File: config.mk
export PLATFORM = sky130hd
export DESIGN_NAME = infix_integer_expression_evaluator
export DESIGN_NICKNAME = d
export VERILOG_FILES = /design/src/hw/rtl/iiee_pkg.sv /design/src/hw/rtl/infix_integer_expression_evaluator.sv /design/src/hw/rtl/iiee_front.sv /design/src/hw/rtl/iiee_queue.sv /design/src/hw/rtl/iiee_back.sv
export SDC_FILE = /design/constraint.sdc
export NUM_CORES = 2
export LEC_CHECK = 0
export BUFFER_PORTS_ARGS = -buffer_cell sky130_fd_sc_hd__buf_2
export CAP_MARGIN = 30
export CORE_ASPECT_RATIO = 1.4
export CORE_MARGIN = 8
export CORE_UTILIZATION = 60
export CTS_BUF_LIST = sky130_fd_sc_hd__clkbuf_4 sky130_fd_sc_hd__clkbuf_8
export DETAILED_ROUTE_END_ITERATION = 10
export PLACE_DENSITY_LB_ADDON = 0.12
export SLEW_MARGIN = 5
export SYNTH_ARGS = -nofsm -noshare
export SYNTH_HDL_FRONTEND = slang
export SYNTH_SLANG_ARGS = --single-unit
File: constraint.sdc
create_clock -name clk -period 8.3 [get_ports clk]
set_input_delay 1.245 -clock clk [delete_from_list [all_inputs] [get_ports clk]]
set_output_delay 1.245 -clock clk [all_outputs]
set_load 0.02 [all_outputs]
File: src/hw/rtl/iiee_pkg.sv
// ----------------------------------------------------------------------------
// iiee_pkg
// Shared types and constants for the infix expression evaluator.
// ----------------------------------------------------------------------------
package iiee_pkg;

  localparam int VW = 32;

  // Character codes
  localparam logic [7:0] CH_A     = 8'h61;
  localparam logic [7:0] CH_PLUS  = 8'h2B;
  localparam logic [7:0] CH_MINUS = 8'h2D;
  localparam logic [7:0] CH_MUL   = 8'h2A;
  localparam logic [7:0] CH_DIV   = 8'h2F;
  localparam logic [7:0] CH_REM   = 8'h25;
  localparam logic [7:0] CH_ZERO  = 8'h30;
  localparam logic [7:0] CH_NINE  = 8'h39;

  // Token kinds
  localparam logic [2:0] TK_NUM   = 3'd0;
  localparam logic [2:0] TK_PLUS  = 3'd1;
  localparam logic [2:0] TK_MINUS = 3'd2;
  localparam logic [2:0] TK_MUL   = 3'd3;
  localparam logic [2:0] TK_DIV   = 3'd4;
  localparam logic [2:0] TK_REM   = 3'd5;
  localparam logic [2:0] TK_NONE  = 3'd6;

  // Multiplicative ops
  localparam logic [1:0] MOP_NONE = 2'd0;
  localparam logic [1:0] MOP_MUL  = 2'd1;
  localparam logic [1:0] MOP_DIV  = 2'd2;
  localparam logic [1:0] MOP_REM  = 2'd3;

  // Status codes
  localparam logic [1:0] ST_OK    = 2'd0;
  localparam logic [1:0] ST_INV   = 2'd1;
  localparam logic [1:0] ST_DIV0  = 2'd2;
  localparam logic [1:0] ST_OVF   = 2'd3;

  localparam logic [VW-1:0] VMAX = {1'b0, {(VW-1){1'b1}}};

  localparam int QDEPTH = 4;
  localparam int QAW    = 2;

  // One token handed from front to back; a token may carry a number, an
  // operator, and the end-of-line mark together.
  typedef struct packed {
    logic          has_num;
    logic [VW-1:0] num;
    logic [1:0]    num_err;   // error found while forming the number
    logic [2:0]    op;        // TK_NONE when no operator
    logic          eol;
  } tok_t;

  // Merge a new error into an error code
  function automatic logic [1:0] err_merge(input logic [1:0] cur, input logic [1:0] code);
    logic [1:0] r;
    r = cur;
    if (code == ST_INV) r = ST_INV;
    else if (cur == ST_OK) r = code;
    return r;
  endfunction

endpackage

File: src/hw/rtl/infix_integer_expression_evaluator.sv
// Throughput: one character per cycle while the 4-entry token queue has room;
//   the back end takes the next token only once it has retired the last one,
//   and a divide or remainder first runs through the shift divider.
// Reset: synchronous active-low rst_n clears line state and previous answer.
// ----------------------------------------------------------------------------
// infix_integer_expression_evaluator
// Streams equation characters and returns the value or an error status.
// ----------------------------------------------------------------------------
module infix_integer_expression_evaluator (
  input  logic        clk,
  input  logic        rst_n,
  input  logic        in_tvalid,
  output logic        in_tready,
  input  logic [7:0]  in_tdata,   // [7:0] char_code
  input  logic        in_tlast,   // end_of_line
  output logic        out_tvalid,
  input  logic        out_tready,
  output logic [39:0] out_tdata,  // [31:0] result_value, [33:32] status, zero fill
  input  logic        cfg_we,
  input  logic [31:0] cfg_wdata
);

  logic [31:0]    prev_r;
  logic           fq_valid, fq_ready, qb_valid, qb_ready, bk_ready, held_r;
  iiee_pkg::tok_t fq_tok, qb_tok;
  logic [33:0]    bk_data;

  // Hold previous answer register
  always_ff @(posedge clk) begin
    if (!rst_n) prev_r <= '0;
    else if (cfg_we) prev_r <= cfg_wdata;
  end

  iiee_front u_front (
    .clk, .rst_n, .in_tvalid, .in_tready, .in_char(in_tdata), .in_eol(in_tlast),
    .prev_ans(prev_r), .tok_valid(fq_valid), .tok_ready(fq_ready), .tok(fq_tok)
  );

  iiee_queue u_queue (
    .clk, .rst_n, .wr_valid(fq_valid), .wr_ready(fq_ready), .wr_data(fq_tok),
    .rd_valid(qb_valid), .rd_ready(qb_ready), .rd_data(qb_tok)
  );

  // Pop the head only once the back end has fully retired it
  always_ff @(posedge clk) begin
    if (!rst_n) held_r <= 1'b0;
    else if (qb_valid && bk_ready && !held_r) held_r <= 1'b1;
    else if (bk_ready && held_r) held_r <= 1'b0;
  end
  assign qb_ready = held_r && bk_ready;

  iiee_back u_back (
    .clk, .rst_n, .tok_valid(qb_valid && !held_r), .tok_ready(bk_ready), .tok(qb_tok),
    .out_tvalid, .out_tready, .out_tdata(bk_data)
  );

  assign out_tdata = {6'b0, bk_data};

  // Result value is zero when status is not ok
  a_err_zero: assert property (@(posedge clk) disable iff (!rst_n)
    out_tvalid && out_tdata[33:32] != iiee_pkg::ST_OK |-> out_tdata[31:0] == '0)
    else $error("error result with nonzero value");
  a_pad: assert property (@(posedge clk) disable iff (!rst_n)
    out_tvalid |-> out_tdata[39:34] == '0)
    else $error("pad bits set");

endmodule

File: src/hw/rtl/iiee_front.sv
// ----------------------------------------------------------------------------
// iiee_front
// Scans characters, forms numbers, emits tokens into the queue.
// ----------------------------------------------------------------------------
module iiee_front (
  input  logic                     clk,
  input  logic                     rst_n,
  input  logic                     in_tvalid,
  output logic                     in_tready,
  input  logic [7:0]               in_char,
  input  logic                     in_eol,
  input  logic [iiee_pkg::VW-1:0]  prev_ans,
  output logic                     tok_valid,
  input  logic                     tok_ready,
  output iiee_pkg::tok_t           tok
);

  logic [iiee_pkg::VW-1:0] acc_r, acc_nxt;
  logic                    in_num_r, in_num_nxt;
  logic [1:0]              nerr_r, nerr_nxt;

  logic                    is_digit;
  logic [3:0]              dig;
  logic [iiee_pkg::VW+3:0] acc_x10;
  logic [iiee_pkg::VW+3:0] acc_new;
  logic [2:0]              opk;
  logic                    emit;

  assign in_tready = tok_ready;
  assign is_digit  = (in_char >= iiee_pkg::CH_ZERO) && (in_char <= iiee_pkg::CH_NINE);
  assign dig       = 4'(in_char - iiee_pkg::CH_ZERO);
  assign acc_x10   = ({4'b0, acc_r} << 3) + ({4'b0, acc_r} << 1);
  assign acc_new   = acc_x10 + {{iiee_pkg::VW{1'b0}}, dig};

  // Classify operator characters
  always_comb begin
    unique case (in_char)
      iiee_pkg::CH_PLUS:  opk = iiee_pkg::TK_PLUS;
      iiee_pkg::CH_MINUS: opk = iiee_pkg::TK_MINUS;
      iiee_pkg::CH_MUL:   opk = iiee_pkg::TK_MUL;
      iiee_pkg::CH_DIV:   opk = iiee_pkg::TK_DIV;
      iiee_pkg::CH_REM:   opk = iiee_pkg::TK_REM;
      default:            opk = iiee_pkg::TK_NONE;
    endcase
  end

  // Build token and next number state
  always_comb begin
    acc_nxt    = acc_r;
    in_num_nxt = in_num_r;
    nerr_nxt   = nerr_r;
    tok        = '0;
    tok.op     = iiee_pkg::TK_NONE;
    tok.eol    = in_eol;
    emit       = in_eol;
    if (is_digit) begin
      in_num_nxt = 1'b1;
      if (acc_new > {4'b0, iiee_pkg::VMAX}) begin
        acc_nxt  = iiee_pkg::VMAX;
        nerr_nxt = iiee_pkg::ST_OVF;
      end else begin
        acc_nxt = acc_new[iiee_pkg::VW-1:0];
      end
      if (in_eol) begin
        tok.has_num = 1'b1;
        tok.num     = acc_nxt;
        tok.num_err = nerr_nxt;
      end
    end else begin
      // Close any pending number first
      if (in_num_r) begin
        tok.has_num = 1'b1;
        tok.num     = acc_r;
        tok.num_err = nerr_r;
        emit        = 1'b1;
      end
      if (in_char == iiee_pkg::CH_A) begin
        emit = 1'b1;
        // Number plus answer in one character is two numbers; when both occur,
        // send the pending number with an invalid mark in place of the answer.
        if (in_num_r) tok.num_err = iiee_pkg::ST_INV;
        else begin
          tok.has_num = 1'b1;
          tok.num     = prev_ans[iiee_pkg::VW-1] ? '0 : prev_ans;
          tok.num_err = prev_ans[iiee_pkg::VW-1] ? iiee_pkg::ST_INV : iiee_pkg::ST_OK;
        end
      end else if (opk != iiee_pkg::TK_NONE) begin
        tok.op = opk;
        emit   = 1'b1;
      end
    end
    if (in_eol || !is_digit) begin
      if (in_eol || !is_digit) begin
        acc_nxt    = '0;
        in_num_nxt = 1'b0;
        nerr_nxt   = iiee_pkg::ST_OK;
      end
    end
  end

  assign tok_valid = in_tvalid && emit;

  // Advance number state on each accepted beat
  always_ff @(posedge clk) begin
    if (!rst_n) begin
      acc_r    <= '0;
      in_num_r <= 1'b0;
      nerr_r   <= iiee_pkg::ST_OK;
    end else if (in_tvalid && in_tready) begin
      acc_r    <= acc_nxt;
      in_num_r <= in_num_nxt;
      nerr_r   <= nerr_nxt;
    end
  end

endmodule

File: src/hw/rtl/iiee_queue.sv
// ----------------------------------------------------------------------------
// iiee_queue
// Small token FIFO between front and back.
// ----------------------------------------------------------------------------
module iiee_queue (
  input  logic           clk,
  input  logic           rst_n,
  input  logic           wr_valid,
  output logic           wr_ready,
  input  iiee_pkg::tok_t wr_data,
  output logic           rd_valid,
  input  logic           rd_ready,
  output iiee_pkg::tok_t rd_data
);

  iiee_pkg::tok_t          mem_r [iiee_pkg::QDEPTH];
  logic [iiee_pkg::QAW-1:0] wp_r, rp_r;
  logic [iiee_pkg::QAW:0]   cnt_r;
  logic                     wr_en, rd_en;

  assign wr_ready = cnt_r != (iiee_pkg::QAW+1)'(iiee_pkg::QDEPTH);
  assign rd_valid = cnt_r != '0;
  assign rd_data  = mem_r[rp_r];
  assign wr_en    = wr_valid && wr_ready;
  assign rd_en    = rd_valid && rd_ready;

  // Store entries
  always_ff @(posedge clk) begin
    if (wr_en) mem_r[wp_r] <= wr_data;
  end

  // Advance pointers
  always_ff @(posedge clk) begin
    if (!rst_n) begin
      wp_r  <= '0;
      rp_r  <= '0;
      cnt_r <= '0;
    end else begin
      if (wr_en) wp_r <= wp_r + 1'b1;
      if (rd_en) rp_r <= rp_r + 1'b1;
      cnt_r <= cnt_r + (iiee_pkg::QAW+1)'(wr_en) - (iiee_pkg::QAW+1)'(rd_en);
    end
  end

endmodule

File: src/hw/rtl/iiee_back.sv
// ----------------------------------------------------------------------------
// iiee_back
// Applies tokens: running sum, running product term, iterative divider.
// ----------------------------------------------------------------------------
module iiee_back (
  input  logic                    clk,
  input  logic                    rst_n,
  input  logic                    tok_valid,
  output logic                    tok_ready,
  input  iiee_pkg::tok_t          tok,
  output logic                    out_tvalid,
  input  logic                    out_tready,
  output logic [iiee_pkg::VW+1:0] out_tdata
);

  localparam logic [1:0] S_IDLE = 2'd0;
  localparam logic [1:0] S_DIV  = 2'd1;
  localparam logic [1:0] S_OP   = 2'd2;

  localparam int CW = $clog2(iiee_pkg::VW + 1);

  logic [1:0]              st_r, st_nxt;
  logic [iiee_pkg::VW-1:0] sum_r, sum_nxt, prod_r, prod_nxt;
  logic                    addop_r, addop_nxt;
  logic [1:0]              mop_r, mop_nxt;
  logic                    expn_r, expn_nxt;
  logic                    two_r, two_nxt;
  logic [1:0]              err_r, err_nxt;

  // Divider state
  logic [iiee_pkg::VW-1:0] dq_r, dq_nxt, drem_r, drem_nxt, dd_r, dd_nxt;
  logic [CW-1:0]           dcnt_r, dcnt_nxt;
  logic                    dneg_r, dneg_nxt, drm_r, drm_nxt;

  logic                    ov_r, ov_nxt;
  logic [iiee_pkg::VW+1:0] od_r, od_nxt;

  logic [iiee_pkg::VW:0]   trial;
  logic [iiee_pkg::VW-1:0] rsh;
  logic [iiee_pkg::VW-1:0] res_fin, mag_a, mag_b, qsel;
  logic [2*iiee_pkg::VW-1:0] mprod;
  logic                    acc_tok;

  assign tok_ready = (st_r == S_IDLE) && !ov_r;
  assign acc_tok   = tok_valid && tok_ready;
  assign out_tvalid = ov_r;
  assign out_tdata  = od_r;

  assign mag_a = prod_r[iiee_pkg::VW-1] ? -prod_r : prod_r;
  assign mag_b = tok.num[iiee_pkg::VW-1] ? -tok.num : tok.num;
  assign mprod = prod_r * tok.num;
  assign rsh   = {drem_r[iiee_pkg::VW-2:0], dq_r[iiee_pkg::VW-1]};
  assign trial = {1'b0, rsh} - {1'b0, dd_r};
  assign qsel  = drm_r ? drem_r : dq_r;
  assign res_fin = dneg_r ? -qsel : qsel;

  always_comb begin
    st_nxt = st_r; sum_nxt = sum_r; prod_nxt = prod_r; addop_nxt = addop_r;
    mop_nxt = mop_r; expn_nxt = expn_r; two_nxt = two_r; err_nxt = err_r;
    dq_nxt = dq_r; drem_nxt = drem_r; dd_nxt = dd_r; dcnt_nxt = dcnt_r;
    dneg_nxt = dneg_r; drm_nxt = drm_r;
    ov_nxt = ov_r && !out_tready; od_nxt = od_r;
    unique case (st_r)
      S_IDLE: begin
        if (acc_tok) begin
          // Take the number part
          if (tok.has_num) begin
            err_nxt = iiee_pkg::err_merge(err_r, tok.num_err);
            if (!expn_r) err_nxt = iiee_pkg::err_merge(err_nxt, iiee_pkg::ST_INV);
            expn_nxt = 1'b0;
            mop_nxt  = iiee_pkg::MOP_NONE;
            priority if (mop_r == iiee_pkg::MOP_NONE) begin
              prod_nxt = tok.num;
            end else if (mop_r == iiee_pkg::MOP_MUL) begin
              prod_nxt = mprod[iiee_pkg::VW-1:0];
            end else if (tok.num == '0) begin
              err_nxt  = iiee_pkg::err_merge(err_nxt, iiee_pkg::ST_DIV0);
              prod_nxt = '0;
            end else begin
              dq_nxt   = mag_a;
              drem_nxt = '0;
              dd_nxt   = mag_b;
              dcnt_nxt = CW'(iiee_pkg::VW);
              drm_nxt  = (mop_r == iiee_pkg::MOP_REM);
              dneg_nxt = (mop_r == iiee_pkg::MOP_REM) ? prod_r[iiee_pkg::VW-1]
                       : (prod_r[iiee_pkg::VW-1] ^ tok.num[iiee_pkg::VW-1]);
              st_nxt   = S_DIV;
            end
          end else if (tok.num_err != iiee_pkg::ST_OK) begin
            err_nxt = iiee_pkg::err_merge(err_r, tok.num_err);
          end
          if (st_nxt == S_IDLE && (tok.op != iiee_pkg::TK_NONE || tok.eol)) st_nxt = S_OP;
        end
      end
      S_DIV: begin
        // One quotient bit per cycle, then sign the result into the product
        if (dcnt_r != '0) begin
          if (!trial[iiee_pkg::VW]) begin
            drem_nxt = trial[iiee_pkg::VW-1:0];
            dq_nxt   = {dq_r[iiee_pkg::VW-2:0], 1'b1};
          end else begin
            drem_nxt = rsh;
            dq_nxt   = {dq_r[iiee_pkg::VW-2:0], 1'b0};
          end
          dcnt_nxt = dcnt_r - 1'b1;
        end else begin
          prod_nxt = res_fin;
          st_nxt   = S_OP;
        end
      end
      default: begin
        // Apply operator and line end
        st_nxt = S_OP;
        if (!ov_r) begin
          st_nxt = S_IDLE;
          if (tok.op != iiee_pkg::TK_NONE) begin
            if (expn_r) err_nxt = iiee_pkg::err_merge(err_r, iiee_pkg::ST_INV);
            unique case (tok.op)
              iiee_pkg::TK_PLUS, iiee_pkg::TK_MINUS: begin
                sum_nxt   = addop_r ? sum_r - prod_r : sum_r + prod_r;
                addop_nxt = (tok.op == iiee_pkg::TK_MINUS);
                mop_nxt   = iiee_pkg::MOP_NONE;
              end
              iiee_pkg::TK_MUL: mop_nxt = iiee_pkg::MOP_MUL;
              iiee_pkg::TK_DIV: mop_nxt = iiee_pkg::MOP_DIV;
              default:          mop_nxt = iiee_pkg::MOP_REM;
            endcase
            expn_nxt = 1'b1;
            two_nxt  = 1'b1;
          end
          if (tok.eol) begin
            if (expn_nxt || !two_nxt) err_nxt = iiee_pkg::err_merge(err_nxt, iiee_pkg::ST_INV);
            od_nxt = {err_nxt, (err_nxt == iiee_pkg::ST_OK) ?
                      (addop_nxt ? sum_nxt - prod_nxt : sum_nxt + prod_nxt) : {iiee_pkg::VW{1'b0}}};
            ov_nxt = 1'b1;
            sum_nxt = '0; prod_nxt = '0; addop_nxt = 1'b0; mop_nxt = iiee_pkg::MOP_NONE;
            expn_nxt = 1'b1; two_nxt = 1'b0; err_nxt = iiee_pkg::ST_OK;
          end
        end
      end
    endcase
  end

  // Hold the token under work: front token stays in queue head while busy
  always_ff @(posedge clk) begin
    if (!rst_n) begin
      st_r <= S_IDLE; sum_r <= '0; prod_r <= '0; addop_r <= 1'b0;
      mop_r <= iiee_pkg::MOP_NONE; expn_r <= 1'b1; two_r <= 1'b0;
      err_r <= iiee_pkg::ST_OK; dcnt_r <= '0; ov_r <= 1'b0;
    end else begin
      st_r <= st_nxt; sum_r <= sum_nxt; prod_r <= prod_nxt; addop_r <= addop_nxt;
      mop_r <= mop_nxt; expn_r <= expn_nxt; two_r <= two_nxt; err_r <= err_nxt;
      dcnt_r <= dcnt_nxt; ov_r <= ov_nxt;
    end
  end

  always_ff @(posedge clk) begin
    dq_r <= dq_nxt; drem_r <= drem_nxt; dd_r <= dd_nxt;
    dneg_r <= dneg_nxt; drm_r <= drm_nxt; od_r <= od_nxt;
  end

endmodule

==> impl_metrics.ini <==
[cts]
cts_tree = done
cts_buffer_depth = 3
numClockSinks = 445
clk_pin_slew_worst_paths_ns = 0.07
clock_latency_ns = 0.70
cts-buffers-inserted = 70
htreeDepth = 3
cts-root-buf = clkbuf_8

[flow_run]
drv_cap = 0

[timing]
finalHoldViolations = 0
period_needed_ns = 8.013
fin_crit_sh_pct = 96.54
worst_pin_slew_ns = 1.007
drv_slew = 0
fin_hold_ws_ns = 0.4710
clock_skew_ns = 0.05988
slew_headroom_pct = 32.32
setup_viol = 0
max_freq_mhz = 124.8

[global_route]
antenna_found_initial = 2
overflow = 0
met3_usage_pct = 4.663
use_met2_pct = 53.35
grt_usage_pct = 31.03
grt_pass1_vias = 34890
top_usage_layer = met2
grtUsageMet1_pct = 36.91
grt_first_pass_wirelength_um = 197400
grt_max_degree = 80

[critical_path]
r2r-end = u_back.prod_r[31]$_SDFFE_PN0P_
cp_data_arrival_time_ns = 8.63
r2r_slack_ns = 0.29
path_max_fanout = 8
rr_worst_depth = 25
cp.required_ns = 8.92
startpoint_type = flop
critical_path_class = flop to flop
endpoint_kind = flop

[place]
dpl.hpwl_um = 95590
io_buffers = 81
place_inst = 5566
dpl_cell_area_um2 = 45570
routabilityCongestion = 0.9632

[detailed_routing]
vias = 34090
drc = 0
wire_per_inst_um = 22.33
vias_per_cell = 5.970
dr.pass1.iters = 6
postRouteWirelength_um = 127500
drtIter0Drc = 2817
antenna_left = 0

[synth]
netlist.area_leader.share_pct = 19.76
synth-edff-count = 288
synth_ff_type = edfxtp_1
netlist_top_cells_count = inv_1 (492), nand2_1 (480), fa_1 (414)
synth_area_leaders = edfxtp_1 (20%), fa_1 (19%), ha_1 (8.3%)
seq_area_frac_synth_pct = 26.93
yosys.area.top_type = edfxtp_1
postSynthAreaPerCell_um2 = 9.435
ys_ff_latch = 445
synth.most_common_cell = inv_1
ys_warn_count = 0
synth_area_um2 = 43780
post_synth_inst_count = 4640
async_flop_share_pct = 0
ys_types = 92

[floorplanning]
die_area_um2 = 81980
start_util_pct = 60.41
die_y_um = 335.6
die_w_um = 244.3
rows = 117
ios = 88
core_um2 = 72460

[final_layout]
layout-drive-gt1-share_pct = 10.11
syn_to_final_growth_pct = 7.900
stdcell_count = 5711
fillers = 6120
final_area_um2 = 47240
finalNetCount = 5451

[power_and_ir_drop]
p_per_area_nw_per_um2 = 400.6
power_leakage_nw = 20.87
finalPower_w = 0.01892
ir_worst_vdd_mv = 0.7785

[hold_path]
min_path_cells = 2
whs_endpoint = u_back.sum_r[0]$_SDFFE_PN0P_
hp-start = u_back.sum_r[0]$_SDFFE_PN0P_
min_path_type = flop to flop

[status]
status = completed
## routing by layer
| metal | share of wire (%) | vias to the layer above | wire length (um) |
|---|---|---|---|
| li1 | - | 15560 | - |
| met1 | 38 | 16790 | 48560 |
| met2 | 49 | 1345 | 62160 |
| met3 | 6.6 | 399 | 8455 |
| met4 | 6.5 | 0 | 8339 |
| met5 | 0 | - | 0 |
## kinds of logic (layout without fill, tap and decap cells)
family          Yosys count  after routing  synth area share, %
simple gates           1446           1446                15.89
compound gates          779            779                11.18
buf+inv                 748            859                6.717
fa+ha+maj               706            706                27.28
flops                   445            445                26.93
xor+xnor                343            343                6.957
mux                     172            173                5.033
other cells               1              8             0.008566
## critical path, stage by stage (launching register included)
cell and delay [ns]:
dfxtp_4 0.43, mux4_2 0.69, and2_1 0.24, fa_1 0.54
inv_1 0.05, fa_1 0.52, fa_1 0.49, fa_1 0.55
inv_1 0.05, fa_1 0.50, fa_1 0.57, fa_1 0.45
fa_1 0.52, ha_2 0.33, and3_1 0.20, and3_2 0.25
a32o_2 0.25, a2111oi_4 0.28, buf_4 0.17, o31ai_1 0.07
a21oi_1 0.22, xnor2_1 0.14, a21oi_1 0.08, o22ai_1 0.14
nand2_1 0.08, a21oi_1 0.13
## layout make-up
| class | instances | area, um2 | share of cell area (%) |
|---|---|---|---|
| well taps | 952 | 1191 | 2.522 |
| multi-input cells | 3453 | 29180 | 61.78 |
| inverters | 494 | 1856 | 3.928 |
| clock inverters | 38 | 286.5 | 0.6066 |
| diodes | 2 | 5.005 | 0.01060 |
| flip-flops and latches | 445 | 11800 | 24.98 |
| clock buffers | 92 | 1166 | 2.469 |
| repair buffers | 235 | 1750 | 3.706 |
## cells in the final DEF, fill, tap and decap left out, types with 41 or more instances in the layout
| cell | n |
|---|---|
| o21ai_0 | 216 |
| ha_1 | 291 |
| dfxtp_1 | 155 |
| clkbuf_8 | 76 |
| edfxtp_1 | 288 |
| inv_1 | 490 |
| a21oi_1 | 210 |
| nand2_1 | 480 |
| xnor2_1 | 210 |
| nand2b_1 | 41 |
| a21o_1 | 80 |
| nor3_1 | 57 |
| nor2_1 | 369 |
| a22oi_1 | 56 |
| nor2b_1 | 47 |
| fa_1 | 414 |
| buf_4 | 137 |
| xor2_1 | 130 |
| and2_1 | 291 |
| mux2i_1 | 113 |
| buf_2 | 81 |
## worst max path at each step
stage	end	slack, ns
floorplan	u_back.prod_r[29]$_SDFFE_PN0P_	0.28
global placement	u_back.prod_r[31]$_SDFFE_PN0P_	0.15
detailed placement	u_back.prod_r[31]$_SDFFE_PN0P_	0.04
CTS	u_back.prod_r[31]$_SDFFE_PN0P_	0.02
global route	u_back.prod_r[31]$_SDFFE_PN0P_	-0.03
finish	u_back.prod_r[31]$_SDFFE_PN0P_	0.29
## power by group
group | switching, W | total, W | internal [W]
Combinational | 0.00822 | 0.0142 | 0.00601
Clock | 0.000954 | 0.00198 | 0.00103
Sequential | 0.000195 | 0.00271 | 0.00251
Total | 0.00937 | 0.0189 | 0.00955
## state kept, by name, indices dropped and copies added, names as in the netlist, 3 cells and up, named ones only
register,cells
u_queue.mem_r,156
u_back.out_tdata,34
prev_r,32
u_back.dd_r,32
u_back.dq_r,32
u_back.drem_r,32
u_back.prod_r,32
u_back.sum_r,32
u_front.acc_r,32
u_back.dcnt_r,6
u_queue.cnt_r,3
## stage by stage
stage / util (%) / worst slack [ns] / setup TNS, ns
CTS: 64.90 / 0.01667 / 0
global placement: 62.77 / 0.1521 / 0
global route: 65.18 / -0.03318 / -0.05677
finish: 65.19 / 0.2874 / 0
floorplan: - / 0.2761 / 0
detailed placement: 62.89 / 0.03763 / 0
## repair_timing
action / 4_1_cts / 5_1_grt
setup buffers: 0 / 11
setup endpoints to repair: 0 / 8
gates resized for setup: 0 / 21
hold buffers: 0 / 0
Note: power is estimated with default switching activity, not from simulation.
